===== src/fic_ram.sv =====
module fic_ram #(
   parameter int WIDTH = 8,
   parameter int DEPTH = 8,
   parameter int AW    = (DEPTH > 1) ? $clog2(DEPTH) : 1
) (
   input  logic             clock,
   input  logic             wr_en,
   input  logic [AW-1:0]    wr_addr,
   input  logic [WIDTH-1:0] wr_data,
   input  logic             rd_en,
   input  logic [AW-1:0]    rd_addr,
   output logic [WIDTH-1:0] rd_data
);

   logic [WIDTH-1:0] mem_ff [DEPTH];
   logic [WIDTH-1:0] rd_data_ff;

   always_ff @(posedge clock) begin
      if (wr_en) begin
         mem_ff[wr_addr] <= wr_data;
      end
      if (rd_en) begin
         rd_data_ff <= mem_ff[rd_addr];
      end
   end

   assign rd_data = rd_data_ff;

endmodule


===== config.mk =====
export PLATFORM = sky130hd
export DESIGN_NAME = fic_ram
export DESIGN_NICKNAME = d
export VERILOG_FILES = /design/src/fic_ram.sv
export SDC_FILE = /design/constraint.sdc
export NUM_CORES = 1
export LEC_CHECK = 0
export BUFFER_PORTS_ARGS = -buffer_cell sky130_fd_sc_hd__buf_4
export CAP_MARGIN = 20
export CORE_UTILIZATION = 52
export CTS_CLUSTER_SIZE = 10
export DETAILED_ROUTE_END_ITERATION = 10
export HOLD_SLACK_MARGIN = 0.15
export PLACE_DENSITY_LB_ADDON = 0.25
export SYNTH_ARGS = -nofsm -noshare
export SYNTH_HDL_FRONTEND = slang
export SYNTH_SLANG_ARGS = --single-unit
export TNS_END_PERCENT = 50

===== constraint.sdc =====
create_clock -name clock -period 1.51 [get_ports clock]
set_clock_uncertainty 0.05 [all_clocks]
set_input_delay 0.302 -clock clock [delete_from_list [all_inputs] [get_ports clock]]
set_output_delay 0.302 -clock clock [all_outputs]
set_load 0.03 [all_outputs]

==> summary.md <==
| Metric | Value |
|---|---|
| Via density | `5.29` |
| Initial DRC count | `71` |
| Most frequent cells after synthesis | `edfxtp_1 (72), mux4_1 (15), mux2_2 (8)` |
| Total grt overflow | `0` |
| GPL Wtd Cong | `0.686` |
| Via count | `1253` |
| CTS root buffer | `clkbuf_8` |
| Vias in the first global route | `1359` |
| Number of CTS-inserted buffers | `9` |
| Sinks on Clock Net | `72` |
| Detail Route Antenna Nets | `0` |
| Final instance count without filler cells | `237` |
| Worst vdd ir | `0.834 mV` |
| Post-Place Cells | `213` |
| Syn nets | `131` |
| Comb pwr share | `0.074` |
| Place WS | `-0.189 ns` |
| Post-CTS Setup Bufs | `0` |
| Worst Slack Setup Final | `0.0696 ns` |
| Fin. Hold Viols | `0` |
| Final period utilization | `0.954` |
| Largest net degree at the start of global routing | `17` |
| Final core occ | `0.652` |
| Cells after synthesis | `114` |
| Post-Synthesis Cell Area | `0.00277 sq mm` |
| CTS tree | `built` |
| Detailed Place HPWL | `2780 um` |
| Synth cell types | `13` |
| Static Leak | `1.14 nW` |
| Clock share of power | `0.351` |
| Core Box Area | `0.00511 sq mm` |
| First-pass DRT Iterations | `6` |
| Yosys top cell area share | `0.780` |
| Synth area leaders | `edfxtp_1 (78%), mux4_1 (14%), mux2_2 (3.3%)` |
| Most frequent cell after synthesis | `edfxtp_1` |
| Power Density | `1200 mW/mm^2` |
| Critical path class | `reg2reg` |
| Status | `finished clean` |
| Initial antenna violation count | `0` |
| Die Span X | `75.0 um` |
| Sequential share of power | `0.575` |
| Worst Max-Slew Pin Slew | `0.230 ns` |
| Critical path endpoint category | `flop` |
| DRC viols | `0` |
| First-pass GRT wire length | `6970 um` |
| Max Freq | `0.694 GHz` |
| Buffers on Ports | `24` |
| Syn-to-layout area delta | `20.1%` |
| Sw power | `820 uW` |
| Worst Hold Class | `in2reg` |
| Pint | `3.18 mW` |
| Max clock buf depth | `2` |
| Count of state elements after synthesis | `72` |
| Slew HR | `0.847` |
| Drt wl/cell | `18.7 um` |
| Ys Warns | `0` |
| Final setup violation count | `0` |
| Post-synth ARST share | `0` |
| Largest area contributor in the netlist | `edfxtp_1` |
| H-tree depth | `3` |
| Die Span Y | `75.0 um` |
| Total die area | `0.00563 sq mm` |
| Top_reg_cell synth | `edfxtp_1` |
| RSZ-0062 raised after global routing | `no` |
| Seq/Total Area, Yosys | `0.780` |
| Layout cell share with drive strength beyond 1 | `0.395` |
| Max FO, Critical Path | `1` |
| Io pins | `25` |
| Clk Latency, worst-skew pair | `0.34 ns` |
| Final wirelength | `4440 um` |
| Reg clk slew, reported paths | `0.07 ns` |
| Row cnt | `26` |
| Initial Util | `0.543` |
| Post-layout minimum cycle time | `1.44 ns` |
| Pins Over Slew Limit | `0` |
| Startpoint type of the worst setup path | `flop` |
| Crit path arrival time | `1.49 ns` |
| CP required | `1.56 ns` |
| Ant diodes | `0` |
| Post-synth EDFFs | `72` |
| Final Total Pwr | `4.00 mW` |
| Fin Setup TNS | `0 ns` |
| Tot GR Track Use | `0.194` |
| Average size of a mapped cell | `24.3 sq um` |
| Nets@finish | `179` |
| Max Cap Viol | `0` |
| Sw Ratio | `0.205` |
[per-stage QoR]
stage	hold WS [ns]	area [sq um]
floorplan	0.351	2750
global placement	0.475	3060
detailed placement	0.489	3060
CTS	0.225	3330
global route	0.220	3330
finish	0.233	3330
[cell usage in the layout (no fill, tap or decap)]
cell type,synthesis,layout
nor3_1,2,2
bufinv_16,0,1
nor2_1,6,6
edfxtp_1,72,72
mux4_1,15,6
buf_4,0,32
mux4_2,1,10
clkbuf_8,0,9
clkinv_2,0,2
nand2b_1,3,3
mux2_2,8,8
clkinv_1,0,2
dlygate4sd3_1,0,8
clkinvlp_4,0,2
buf_12,1,2
nand2_1,2,2
[path summary, 6_finish.rpt]
| kind | cells after the start | start | slack (ns) | to |
|---|---|---|---|---|
| max reg2reg | 2 | mem_ff[1][3] | 0.07 | rd_data[3] |
| min reg2reg | 2 | mem_ff[5][1] | 0.70 | rd_data[1] |
| min | 1 | rd_en | 0.23 | rd_data[3] |
| max | 2 | mem_ff[1][3] | 0.07 | rd_data[3] |
[sequential cells by signal, summed over array words and instances (netlist names)]
name	flops
mem_ff	64
rd_data	8
[repair_timing]
| action | in CTS | in global routing |
|---|---|---|
| hold buffers | 8 | 0 |
| endpoints found under the hold margin | 64 | 0 |
| gates resized for setup | 0 | 0 |
[cell type report]
class / instances / area (sq um)
Timing Repair Buffer: 42 / 360
Tap cell: 70 / 87.6
Multi-Input combinational cell: 37 / 532
Clock buffer: 9 / 124
Clock inverter: 7 / 62.6
Fill cell: 365 / 1780
Sequential cell: 72 / 2160
[power by group through the flow]
stage | clock network, mW | logic [mW] | registers [mW]
CTS | 1.44 | 0.303 | 2.30
global route | 1.51 | 0.321 | 2.30
floorplan | 0 | 0.129 | 2.37
detailed placement | 0 | 0.285 | 2.34
global placement | 0 | 0.276 | 2.34
finish | 1.40 | 0.296 | 2.30
[worst max-delay path: stages (launching register included)]
cell,delay (ns)
edfxtp_1,0.38
mux4_1,0.51
mux2_2,0.27
[cell families after synthesis]
group / synth area share
buffers and inverters: 0.0158
DFF: 0.780
and+or+nand+nor: 0.0212
muxes: 0.183
[per-layer routing]
metal	routed length, um	GRT usage	up-vias
li1	-	-	573
met1	1830	0.243	636
met2	2280	0.305	35
met3	196	0.0402	9
met4	127	0.138	0
met5	0	0	-
(Power assumes the default switching activity.)
